$ cat config.mk
export PLATFORM = sky130hd
export DESIGN_NAME = cartridge_bank_mapper_irq
export DESIGN_NICKNAME = d
export VERILOG_FILES = /design/src/rtl/cbm_pkg.sv /design/src/rtl/cartridge_bank_mapper_irq.sv /design/src/rtl/cbm_step_unit.sv
export SDC_FILE = /design/constraint.sdc
export NUM_CORES = 1
export LEC_CHECK = 0
export ABC_AREA = 1
export BUFFER_PORTS_ARGS = -buffer_cell sky130_fd_sc_hd__clkbuf_2
export CAP_MARGIN = 20
export CORE_ASPECT_RATIO = 0.8
export CORE_UTILIZATION = 25
export DETAILED_ROUTE_END_ITERATION = 10
export HOLD_SLACK_MARGIN = 0.15
export SYNTH_ARGS = -nofsm -noshare
export SYNTH_HDL_FRONTEND = slang
export SYNTH_SLANG_ARGS = --single-unit
$ cat constraint.sdc
create_clock -name clock -period 1.65 [get_ports clock]
set_input_delay 0.2475 -clock clock [delete_from_list [all_inputs] [get_ports clock]]
set_output_delay 0.2475 -clock clock [all_outputs]
set_load 0.01 [all_outputs]
$ cat src/rtl/cbm_pkg.sv
`default_nettype none

package cbm_pkg;

   // counter timing
   localparam int unsigned VISIBLE_LINES   = 240;
   localparam int unsigned CYCLES_PER_STEP = 4;

   localparam logic [8:0] VIS_LINES_C   = 9'(VISIBLE_LINES);
   localparam logic [8:0] CPS_C         = 9'(CYCLES_PER_STEP);
   localparam logic [8:0] CNT_MINUS_ONE = 9'h1FF;

   // item kinds
   localparam logic [1:0] MODE_WRITE = 2'd0;
   localparam logic [1:0] MODE_TICK  = 2'd1;
   localparam logic [1:0] MODE_SYNC  = 2'd2;

   // setting targets
   localparam logic [1:0] TGT_CHR    = 2'd0;
   localparam logic [1:0] TGT_PRG    = 2'd1;
   localparam logic [1:0] TGT_MIRROR = 2'd2;

   typedef struct packed {
      logic [8:0] count;
      logic [8:0] accum;
   } step_in_type;

   typedef struct packed {
      logic [8:0] count;
      logic       underflow;
      logic [8:0] accum;
      logic       accum_ge;
   } step_out_type;

   typedef struct packed {
      logic       set_valid;
      logic [1:0] target;
      logic [2:0] slot;
      logic [8:0] bank;
   } setting_type;

endpackage

`default_nettype wire

$ cat src/rtl/cartridge_bank_mapper_irq.sv
// cartridge bank mapper with irq counter
//
// req channel: one transfer per item; req_mode picks a bus write, a cpu
// cycle tick or a horizontal sync, and only the fields of that kind are used
// rsp channel: one or two transfers per item; rsp_last marks the final one,
// rsp_irq_line is the interrupt level after the whole item
// a bus write to the bank data port with a chr pair command gives two
// settings; every item that sets nothing gives one transfer with
// rsp_set_valid low
// writes, syncs and ticks outside cycle counting go from idle through the
// emit state into the output register; a counting tick adds cycles to the
// 9-bit accumulator and first passes through the calc state, which takes one
// counter step per clock in the single shared step unit until the accumulator
// drops below CYCLES_PER_STEP; a chr pair passes through a second emit state
// req_ready is high only while the sequencer is idle; a new item is taken
// while the previous result still sits in the output register
// when rsp_ready is low, the sequencer holds its pending results and waits
// reset clears all mapper and counter state and empties the output register
`default_nettype none

module cartridge_bank_mapper_irq (
   input  wire logic        clock,
   input  wire logic        reset,
   input  wire logic        req_valid,
   output logic             req_ready,
   input  wire logic [1:0]  req_mode,
   input  wire logic [15:0] req_addr,
   input  wire logic [7:0]  req_data,
   input  wire logic [7:0]  req_cycles,
   input  wire logic [8:0]  req_scanline,
   input  wire logic        req_display_on,
   output logic             rsp_valid,
   input  wire logic        rsp_ready,
   output logic             rsp_set_valid,
   output logic [1:0]       rsp_target,
   output logic [2:0]       rsp_slot,
   output logic [8:0]       rsp_bank_number,
   output logic             rsp_irq_line,
   output logic             rsp_last
);
   import cbm_pkg::*;

   // sequencer states
   localparam logic [1:0] S_IDLE  = 2'd0;
   localparam logic [1:0] S_CALC  = 2'd1;
   localparam logic [1:0] S_EMIT  = 2'd2;
   localparam logic [1:0] S_EMIT2 = 2'd3;

   // bus addresses after masking
   localparam logic [15:0] ADDR_MASK     = 16'hF003;
   localparam logic [15:0] ADDR_BANK_SEL = 16'h8000;
   localparam logic [15:0] ADDR_BANK_DAT = 16'h8001;
   localparam logic [15:0] ADDR_MIRROR   = 16'hA000;
   localparam logic [15:0] ADDR_IRQ_LAT  = 16'hC000;
   localparam logic [15:0] ADDR_IRQ_RLD  = 16'hC001;
   localparam logic [15:0] ADDR_IRQ_OFF  = 16'hE000;
   localparam logic [15:0] ADDR_IRQ_ON   = 16'hE001;

   // bank commands
   localparam logic [3:0] CMD_CHR_PAIR0 = 4'd0;
   localparam logic [3:0] CMD_CHR_PAIR1 = 4'd1;
   localparam logic [3:0] CMD_CHR_A     = 4'd2;
   localparam logic [3:0] CMD_CHR_B     = 4'd3;
   localparam logic [3:0] CMD_CHR_C     = 4'd4;
   localparam logic [3:0] CMD_CHR_D     = 4'd5;
   localparam logic [3:0] CMD_PRG_A     = 4'd6;
   localparam logic [3:0] CMD_PRG_B     = 4'd7;
   localparam logic [3:0] CMD_CHR_ODD1  = 4'd8;
   localparam logic [3:0] CMD_CHR_ODD3  = 4'd9;
   localparam logic [3:0] CMD_PRG_C     = 4'd15;

   logic [1:0]  state_ff, state_in;
   logic [3:0]  cmd_ff, cmd_in;
   logic        prg_swap_ff, prg_swap_in;
   logic        chr_invert_ff, chr_invert_in;
   logic        irq_en_ff, irq_en_in;
   logic        count_cpu_ff, count_cpu_in;
   logic [8:0]  irq_count_ff, irq_count_in;
   logic [8:0]  accum_ff, accum_in;
   logic [7:0]  reload_val_ff, reload_val_in;
   logic        reload_pend_ff, reload_pend_in;
   logic        irq_level_ff, irq_level_in;

   // pending results of the current item
   setting_type res0_ff, res0_in;
   setting_type res1_ff, res1_in;
   logic        two_ff, two_in;

   // output register
   logic        rsp_valid_ff, rsp_valid_in;
   setting_type rsp_set_ff, rsp_set_in;
   logic        rsp_irq_ff, rsp_irq_in;
   logic        rsp_last_ff, rsp_last_in;

   step_in_type  step_in;
   step_out_type step_out;

   logic [15:0] addr_masked;
   logic        out_free;
   logic [1:0]  chr_hi;
   logic [8:0]  data_ext;

   // shared count-down / accumulator unit
   cbm_step_unit u_step (
      .step_in  (step_in),
      .step_out (step_out)
   );

   assign step_in.count = irq_count_ff;
   assign step_in.accum = accum_ff;

   assign addr_masked = req_addr & ADDR_MASK;
   assign out_free    = !rsp_valid_ff || rsp_ready;
   assign chr_hi      = cmd_ff[1:0] - 2'd2;
   assign data_ext    = {1'b0, req_data};

   assign req_ready       = (state_ff == S_IDLE);
   assign rsp_valid       = rsp_valid_ff;
   assign rsp_set_valid   = rsp_set_ff.set_valid;
   assign rsp_target      = rsp_set_ff.target;
   assign rsp_slot        = rsp_set_ff.slot;
   assign rsp_bank_number = rsp_set_ff.bank;
   assign rsp_irq_line    = rsp_irq_ff;
   assign rsp_last        = rsp_last_ff;

   always_comb begin
      state_in       = state_ff;
      cmd_in         = cmd_ff;
      prg_swap_in    = prg_swap_ff;
      chr_invert_in  = chr_invert_ff;
      irq_en_in      = irq_en_ff;
      count_cpu_in   = count_cpu_ff;
      irq_count_in   = irq_count_ff;
      accum_in       = accum_ff;
      reload_val_in  = reload_val_ff;
      reload_pend_in = reload_pend_ff;
      irq_level_in   = irq_level_ff;
      res0_in        = res0_ff;
      res1_in        = res1_ff;
      two_in         = two_ff;
      rsp_valid_in   = rsp_valid_ff;
      rsp_set_in     = rsp_set_ff;
      rsp_irq_in     = rsp_irq_ff;
      rsp_last_in    = rsp_last_ff;

      // output register drains on a transfer
      if (rsp_valid_ff && rsp_ready) begin
         rsp_valid_in = 1'b0;
      end

      unique case (state_ff)
         S_IDLE: begin
            if (req_valid) begin
               res0_in  = '0;
               res1_in  = '0;
               two_in   = 1'b0;
               state_in = S_EMIT;
               unique case (req_mode)
                  MODE_WRITE: begin
                     unique case (addr_masked)
                        ADDR_BANK_SEL: begin
                           cmd_in        = req_data[3:0];
                           prg_swap_in   = req_data[6];
                           chr_invert_in = req_data[7];
                        end
                        ADDR_BANK_DAT: begin
                           unique case (cmd_ff)
                              CMD_CHR_PAIR0, CMD_CHR_PAIR1: begin
                                 // two consecutive 1 kB slots
                                 res0_in = '{1'b1, TGT_CHR,
                                             {chr_invert_ff, cmd_ff[0], 1'b0}, data_ext};
                                 res1_in = '{1'b1, TGT_CHR,
                                             {chr_invert_ff, cmd_ff[0], 1'b1},
                                             data_ext + 9'd1};
                                 two_in  = 1'b1;
                              end
                              CMD_CHR_A, CMD_CHR_B, CMD_CHR_C, CMD_CHR_D: begin
                                 res0_in = '{1'b1, TGT_CHR, {!chr_invert_ff, chr_hi},
                                             data_ext};
                              end
                              CMD_PRG_A: begin
                                 res0_in = '{1'b1, TGT_PRG,
                                             prg_swap_ff ? 3'd5 : 3'd4, data_ext};
                              end
                              CMD_PRG_B: begin
                                 res0_in = '{1'b1, TGT_PRG,
                                             prg_swap_ff ? 3'd6 : 3'd5, data_ext};
                              end
                              CMD_CHR_ODD1: begin
                                 res0_in = '{1'b1, TGT_CHR, 3'd1, data_ext};
                              end
                              CMD_CHR_ODD3: begin
                                 res0_in = '{1'b1, TGT_CHR, 3'd3, data_ext};
                              end
                              CMD_PRG_C: begin
                                 res0_in = '{1'b1, TGT_PRG,
                                             prg_swap_ff ? 3'd4 : 3'd6, data_ext};
                              end
                              default: begin
                                 // unused commands set nothing
                              end
                           endcase
                        end
                        ADDR_MIRROR: begin
                           res0_in = '{1'b1, TGT_MIRROR, 3'd0, {8'd0, req_data[0]}};
                        end
                        ADDR_IRQ_LAT: begin
                           reload_val_in = req_data;
                           if (reload_pend_ff) begin
                              irq_count_in = data_ext;
                           end
                        end
                        ADDR_IRQ_RLD: begin
                           reload_pend_in = 1'b1;
                           irq_count_in   = {1'b0, reload_val_ff};
                           count_cpu_in   = req_data[0];
                        end
                        ADDR_IRQ_OFF: begin
                           irq_en_in    = 1'b0;
                           irq_level_in = 1'b0;
                           if (reload_pend_ff) begin
                              irq_count_in = {1'b0, reload_val_ff};
                           end
                        end
                        ADDR_IRQ_ON: begin
                           irq_en_in = 1'b1;
                           if (reload_pend_ff) begin
                              irq_count_in = {1'b0, reload_val_ff};
                           end
                        end
                        default: begin
                           // address not decoded
                        end
                     endcase
                  end
                  MODE_TICK: begin
                     if (count_cpu_ff) begin
                        accum_in = accum_ff + {1'b0, req_cycles};
                        state_in = S_CALC;
                     end
                  end
                  MODE_SYNC: begin
                     if (!count_cpu_ff) begin
                        reload_pend_in = 1'b0;
                        if (req_scanline < VIS_LINES_C && req_display_on) begin
                           irq_count_in = step_out.count;
                           if (step_out.underflow && irq_en_ff) begin
                              reload_pend_in = 1'b1;
                              irq_level_in   = 1'b1;
                           end
                        end
                     end
                  end
                  default: begin
                     // unknown kind changes nothing
                  end
               endcase
            end
         end
         S_CALC: begin
            // one counter step per clock until the accumulator drops below a step
            if (step_out.accum_ge) begin
               accum_in     = step_out.accum;
               irq_count_in = step_out.count;
               if (step_out.underflow && irq_en_ff) begin
                  irq_level_in = 1'b1;
               end
            end else begin
               state_in = S_EMIT;
            end
         end
         S_EMIT: begin
            if (out_free) begin
               rsp_valid_in = 1'b1;
               rsp_set_in   = res0_ff;
               rsp_irq_in   = irq_level_ff;
               rsp_last_in  = !two_ff;
               state_in     = two_ff ? S_EMIT2 : S_IDLE;
            end
         end
         S_EMIT2: begin
            if (out_free) begin
               rsp_valid_in = 1'b1;
               rsp_set_in   = res1_ff;
               rsp_irq_in   = irq_level_ff;
               rsp_last_in  = 1'b1;
               state_in     = S_IDLE;
            end
         end
      endcase
   end

   always_ff @(posedge clock) begin
      if (reset) begin
         state_ff       <= S_IDLE;
         cmd_ff         <= '0;
         prg_swap_ff    <= 1'b0;
         chr_invert_ff  <= 1'b0;
         irq_en_ff      <= 1'b0;
         count_cpu_ff   <= 1'b0;
         irq_count_ff   <= '0;
         accum_ff       <= '0;
         reload_val_ff  <= '0;
         reload_pend_ff <= 1'b0;
         irq_level_ff   <= 1'b0;
         rsp_valid_ff   <= 1'b0;
      end else begin
         state_ff       <= state_in;
         cmd_ff         <= cmd_in;
         prg_swap_ff    <= prg_swap_in;
         chr_invert_ff  <= chr_invert_in;
         irq_en_ff      <= irq_en_in;
         count_cpu_ff   <= count_cpu_in;
         irq_count_ff   <= irq_count_in;
         accum_ff       <= accum_in;
         reload_val_ff  <= reload_val_in;
         reload_pend_ff <= reload_pend_in;
         irq_level_ff   <= irq_level_in;
         rsp_valid_ff   <= rsp_valid_in;
      end
   end

   // payload registers
   always_ff @(posedge clock) begin
      res0_ff     <= res0_in;
      res1_ff     <= res1_in;
      two_ff      <= two_in;
      rsp_set_ff  <= rsp_set_in;
      rsp_irq_ff  <= rsp_irq_in;
      rsp_last_ff <= rsp_last_in;
   end

endmodule

`default_nettype wire

$ cat src/rtl/cbm_step_unit.sv
`default_nettype none

module cbm_step_unit (
   input  cbm_pkg::step_in_type  step_in,
   output cbm_pkg::step_out_type step_out
);
   import cbm_pkg::*;

   always_comb begin
      // cycle accumulator compare and subtract
      step_out.accum_ge = (step_in.accum >= CPS_C);
      step_out.accum    = step_in.accum - CPS_C;
      // counter sticks at minus one until reloaded
      if (step_in.count == CNT_MINUS_ONE || step_in.count[8]) begin
         step_out.count     = step_in.count;
         step_out.underflow = 1'b0;
      end else begin
         step_out.count     = step_in.count - 9'd1;
         step_out.underflow = (step_in.count == 9'd0);
      end
   end

endmodule

`default_nettype wire

* After elaboration in Yosys (flattened, before gate mapping) *
Index checks and enable logic that the tools add are counted.

word-level totals
  input port bits = 48
  bits in registers = 87
  word-level logic and storage cells = 161
  output and inout bits = 19

operators by class
  $lt $le $gt $ge = 2
  equal/unequal tests = 39
  muxes and demuxes = 53
  reduce and logical (&&, ||, !) cells = 34
  add/subtract/negate cells = 5

operator list
  cell                                                                count
  one-hot mux 15 bit (7 select lines)                                 1
  two-way mux 9 bit                                                   10
  one-hot mux 15 bit (2 select lines)                                 2
  one-hot mux 9 bit (2 select lines)                                  3
  two-way mux 15 bit                                                  3
  == test 6 bit (second input constant)                               7
  one-hot mux 9 bit (3 select lines)                                  1
  AND reduction 4 bit                                                 5
  two-way mux 2 bit                                                   9
  two-way mux 1 bit                                                   17
  == test 4 x 3 -> 1 bit (second input constant)                      4
  == test 4 bit (second input constant)                               3
  != test 2 bit (second input constant)                               6
  two-way mux 10 bit                                                  1
  one-hot mux 1 bit (2 select lines)                                  5
  AND reduction 5 bit                                                 2
  adder 8 x 1 -> 9 bit (second input constant)                        1
  adder 9 x 8 -> 9 bit                                                1
  == test 9 bit (second input constant)                               1
  greater-or-equal comparator 9 x 3 -> 1 bit (second input constant)  1
  zero test 9 bit                                                     1
  < comparator 9 x 8 -> 1 bit (second input constant)                 1
  AND reduction 9 bit                                                 1
  subtractor 9 x 1 -> 9 bit (second input constant)                   1
  other kinds (24)                                                    46

* Logic depth before layout (Yosys ltp) *
  depth in word-level cells = 10
  gate-level depth with buffers = 14
  mapped depth without buffers = 14

* Hierarchy *
From an unflattened synthesis, not the netlist that was laid out.

second synthesis, totals
  cell total of the unflattened synthesis = 635
  area, all modules = 4,699.5 um2

modules (own cells, without submodules)
  module                     times used  sequential area each (um2)  area an instance (um2)  cells an instance
  cartridge_bank_mapper_irq  1           2,072.0                     4,285.4                 562
  cbm_step_unit              1           0.0                         414.1                   73

* Least setup slack after synthesis *
Ideal clock, no wire load.

  path kind = reg2reg
  start point = reg state_ff[1]
  end point = reg reload_pend_ff
  data arrival time = 1,683 ps
  path buffers = 1
  period minus slack after synthesis = 1,740 ps
  data required time = 1,592 ps
  cell stages (with the launch flop) = 10
  setup time = 58 ps
  setup slack = -90 ps
  cells stage by stage = dfxtp_1 buf_6 inv_4 nand2_4 inv_4 nand2_4 inv_1 nand4_1 a21oi_1 o21a_1

on the way
  longest elaborated chain between the ends = 2

RTL lines
  what                           line                              source
  start: declaration             cartridge_bank_mapper_irq.sv:72   logic [1:0] state_ff, state_in;
  start signal: assignment       cartridge_bank_mapper_irq.sv:308  state_ff <= state_in;
  zero test 2 bit                n/a
  via req_ready                  cartridge_bank_mapper_irq.sv:25   output logic req_ready,
  AND reduction 5 bit (no line)  n/a
  end signal: assignment         cartridge_bank_mapper_irq.sv:317  reload_pend_ff <= reload_pend_in;
  end: declaration               cartridge_bank_mapper_irq.sv:81   logic reload_pend_ff, reload_pend_in;

The timed path passes the listed nets, and every way through them passes these cells.
A chain may end at the register's enable or synchronous reset.

* Final worst setup path *
  start point = reg accum_ff[0]
  end point = reg accum_ff[8]

on the way
  longest elaborated chain between the ends = 5
  elaborated cells on any way between the ends = 10
  classes of those cells = add/sub: 2; order compare: 1; eq/ne: 1; mux: 5; reduce/logical: 1

RTL lines
  what                                line                              source
  start: declaration                  cartridge_bank_mapper_irq.sv:79   logic [8:0] accum_ff, accum_in;
  start signal: assignment            cartridge_bank_mapper_irq.sv:315  accum_ff <= accum_in;
  adder 9 x 8 -> 9 bit                cartridge_bank_mapper_irq.sv:238  accum_in = accum_ff + {1'b0, req_cycles};
  two-way mux 9 bit                   cartridge_bank_mapper_irq.sv:237  if (count_cpu_ff) begin
  two-way mux 9 bit                   cartridge_bank_mapper_irq.sv:158  unique case (req_mode)
  two-way mux 9 bit                   cartridge_bank_mapper_irq.sv:153  if (req_valid) begin
  one-hot mux 9 bit (2 select lines)  cartridge_bank_mapper_irq.sv:151  unique case (state_ff)

Parallel ways exist; a longest one is shown, timed or not. The select of a mux whose other input is x is not followed.

==> results.md <==
- Status: completed
- Routed WL: between 10000 and 15000 µm
- Flop2flop setup slack: just under 0.04 ns
- CP Data Required Time: approximately 1.9 ns
- Commonest non-fill, non-tap cell in the layout: nand2_1
- Initial Utilization: 25.6%
- Most frequent cells in the layout: nand2_1 (170), nor2_1 (76), inv_1 (67)
- Routability cong.: 0.828
- F_max: ~0.62 GHz
- Vias in the first global route: about 3700
- Period utilization: a little over nine tenths
- Max FO, Critical Path: 2
- Crit path kind: reg -> reg
- Top Ports: 67
- Cell Area, Synth: roughly 4700 µm²
- DR iter-0 viols: 301
- #FFs+latches synth: just over 80
- Worst setup margin: about 0.04 ns
- Nets@finish: approximately 770
- RSZ-0062 raised after global routing: yes
- Count of pins over their slew limit: 0
- Final Hold Vio Count: 0
- DP Wirelength: 8700 µm
- DP Worst Slack: -0.0926 ns
- Total core area: roughly 18000 µm²
- Chip height: around 120 µm
- Worst path most repeated cell: nand2_1
- Least-Margin Pin Slew: a little under 0.6 ns
- Vias/cell: around 4.5
- Yosys cell types: 40
- Max VDD drop: 534 µV
- Synth warnings: 0
- Register area share after synthesis: ~45%
- Clk sinks: 82
- Fin Setup TNS: 0 ns
- Power per Cell Area: between 900 and 1000 nW/µm²
- Register Area: 2080 µm²
- Clock-pin transition on the worst setup and hold timing paths: 0.07 ns
- Number of buffers created by CTS: 9
- Multi-input gate area: about 2300 µm²
- Area Overhead vs Synth: 26.1%
- Hold_buf cts: 0
- Clk_skew: approximately 0.0076 ns
- Relative slew slack: 61.0%
- Top delay family on crit path: simple AND/OR/NAND/NOR gates
- Tmin final: between 1.5 and 2 ns
- DRT Pass-1 Iters: 5
- Syn_nets: 673
- RR Startpoint: accum_ff[0]
- Syn avg cell area: roughly 7.6 µm²
- Overflow after GRT: 0
- Buf/Inv on CP: 2
- Critical path endpoint category: flop
- Residual DRC count: 0
- Row count: 44
- CP startpoint kind: flop
- Largest net degree at the start of global routing: 27
- Setup-failing EPs final: 0
- Largest stage delay, worst path: approximately 0.35 ns
- Worst EP arrival: 1.88 ns
- Slowest stage cell on the critical path: dfxtp_2
- Tot GR Track Use: 12.3%
- H-tree depth: 3
- TritonCTS clock tree: done
- Worst skew pair latency: 0.34 ns
- Mapped Cells: between 600 and 700
- Critical hold path startpoint: rsp_ready
- ANT cells: 0
- Total of max-cap violations: 0
- Final ANT Viol Nets: 0
- Cells along the critical path: ha_4 > inv_2 > fa_2 > inv_2 > nand3_2 > nand2_2 > nand2_2 > nand2_1 > nand2_1 > nand2_1 > nand2_1 > nand2_1 > nand2_1 > a21oi_1
- Fraction of layout cells with a size suffix above 1: between 20% and 30%
- PortBufs: 52
- Detailed-route wire length per cell: 12.5 µm
- Async SR Flop Fraction: 0%
- Vias: 4183
- HP Class: in -> reg
- Post-synth EDFFs: 43
- Top FF cell, synth: edfxtp_1
- Max clock buf depth: 2
- First-pass GRT wire length: between 15000 and 20000 µm
- Die ar.: between 15000 and 20000 µm²
- Worst setup path start: accum_ff[0]
- Antenna violations before repair: 2
- Die Wd: 155 µm
- Clock root cell: clkbuf_16
- Leak: about 2.7 nW
- Filler cells: just under 2000
## final cells by class
class / count / area share [%]
Clock buffer: 9 / 3.84
Clock inverter: 7 / 1.32
Inverter: 77 / 5.07
Sequential cell: 82 / 35.4
Timing Repair Buffer: 91 / 9.42
Tap cell: 230 / 4.90
Multi-Input combinational cell: 444 / 40.0
## metal layers
metal  up-vias  wire length [µm]  GRT usage [%]
li1       2198                 -              -
met1      1884              6130           17.6
met2        90              5030           18.4
met3         9               545           2.89
met4         2                77           3.53
met5         -                13              0
## power breakdown
| group | switching (mW) | internal [mW] |
|---|---|---|
| clock network | 0.852 | 1.18 |
| logic | 0.788 | 0.466 |
| registers | 0.0858 | 2.32 |
| total | 1.73 | 3.97 |
## worst reg2reg max path, stage by stage, from the launching register on
cell	delay (ns)
dfxtp_2	0.35
ha_4	0.14
inv_2	0.04
fa_2	0.35
inv_2	0.06
nand3_2	0.08
nand2_2	0.10
nand2_2	0.05
nand2_1	0.05
nand2_1	0.04
nand2_1	0.05
nand2_1	0.04
nand2_1	0.05
nand2_1	0.04
a21oi_1	0.11
## kinds of logic after synthesis
logic type                 count (synthesis)  synth area share (%)
and+or+nand+nor                          329                  31.1
xor gates and xnor gates                   4                 0.752
adders and majority gates                 14                  3.92
AOI/OAI and AO/OA                         95                  12.1
buffers and inverters                     87                  7.63
DFF                                       82                  44.5
## through the flow
step	hold WS [ns]	instance area (µm²)	utilization [%]	cells	power, mW
global placement	0.460	5420	29.9	920	3.61
finish	0.237	5870	32.3	940	5.70
floorplan	0.326	4660	-	611	3.25
CTS	0.224	5740	31.6	936	5.68
detailed placement	0.457	5420	29.9	920	3.63
global route	0.240	5870	32.3	940	6.02
## cells in the mapped netlist (3+ instances only)
cell / count / area (µm²)
nand2_1: 173 / 649
nor3_1: 5 / 25.0
nand4_1: 8 / 50.1
nor2_2: 9 / 56.3
inv_2: 5 / 18.8
edfxtp_1: 43 / 1290
nor2_1: 79 / 297
nand3_2: 3 / 30.0
a211oi_1: 5 / 37.5
a211oi_2: 4 / 50.1
ha_1: 13 / 163
a21oi_1: 36 / 180
o21ai_0: 33 / 165
a31oi_1: 6 / 37.5
nand2_2: 3 / 18.8
inv_1: 70 / 263
nor2_4: 3 / 33.8
dfxtp_1: 39 / 781
clkbuf_1: 6 / 22.5
buf_6: 3 / 33.8
xor2_1: 4 / 35.0
nand3_1: 38 / 190
## path summary, 6_finish.rpt
| check | depth (start not counted) | endpoint |
|---|---|---|
| worst max-delay path | 14 | accum_ff[8] |
| worst min-delay path | 4 | rsp_valid |
| worst max register to register | 14 | accum_ff[8] |
| worst min register to register | 0 | rsp_irq_line |
## repair_timing
| item | in CTS | in global routing |
|---|---|---|
| resized for setup | 4 | 30 |
| setup endpoints to repair | 4 | 19 |
| pin swaps | 1 | 5 |
| setup buffers | 0 | 2 |
| cloned | 0 | 2 |
| hold endpoints to repair | 0 | 0 |
## sequential cells by signal, indices dropped and copies added (netlist names)
name / cells
irq_level_ff: 1
rsp_bank_number: 9
reload_val_ff: 8
accum_ff: 9
irq_count_ff: 9
rsp_irq_line: 1
prg_swap_ff: 1
reload_pend_ff: 1
cmd_ff: 4
rsp_valid: 1
irq_en_ff: 1
rsp_slot: 3
rsp_target: 2
chr_invert_ff: 1
res1_ff: 12
state_ff: 2
rsp_set_valid: 1
count_cpu_ff: 1
rsp_last: 1
res0_ff: 14
Note: power is estimated with default switching activity, not from simulation.
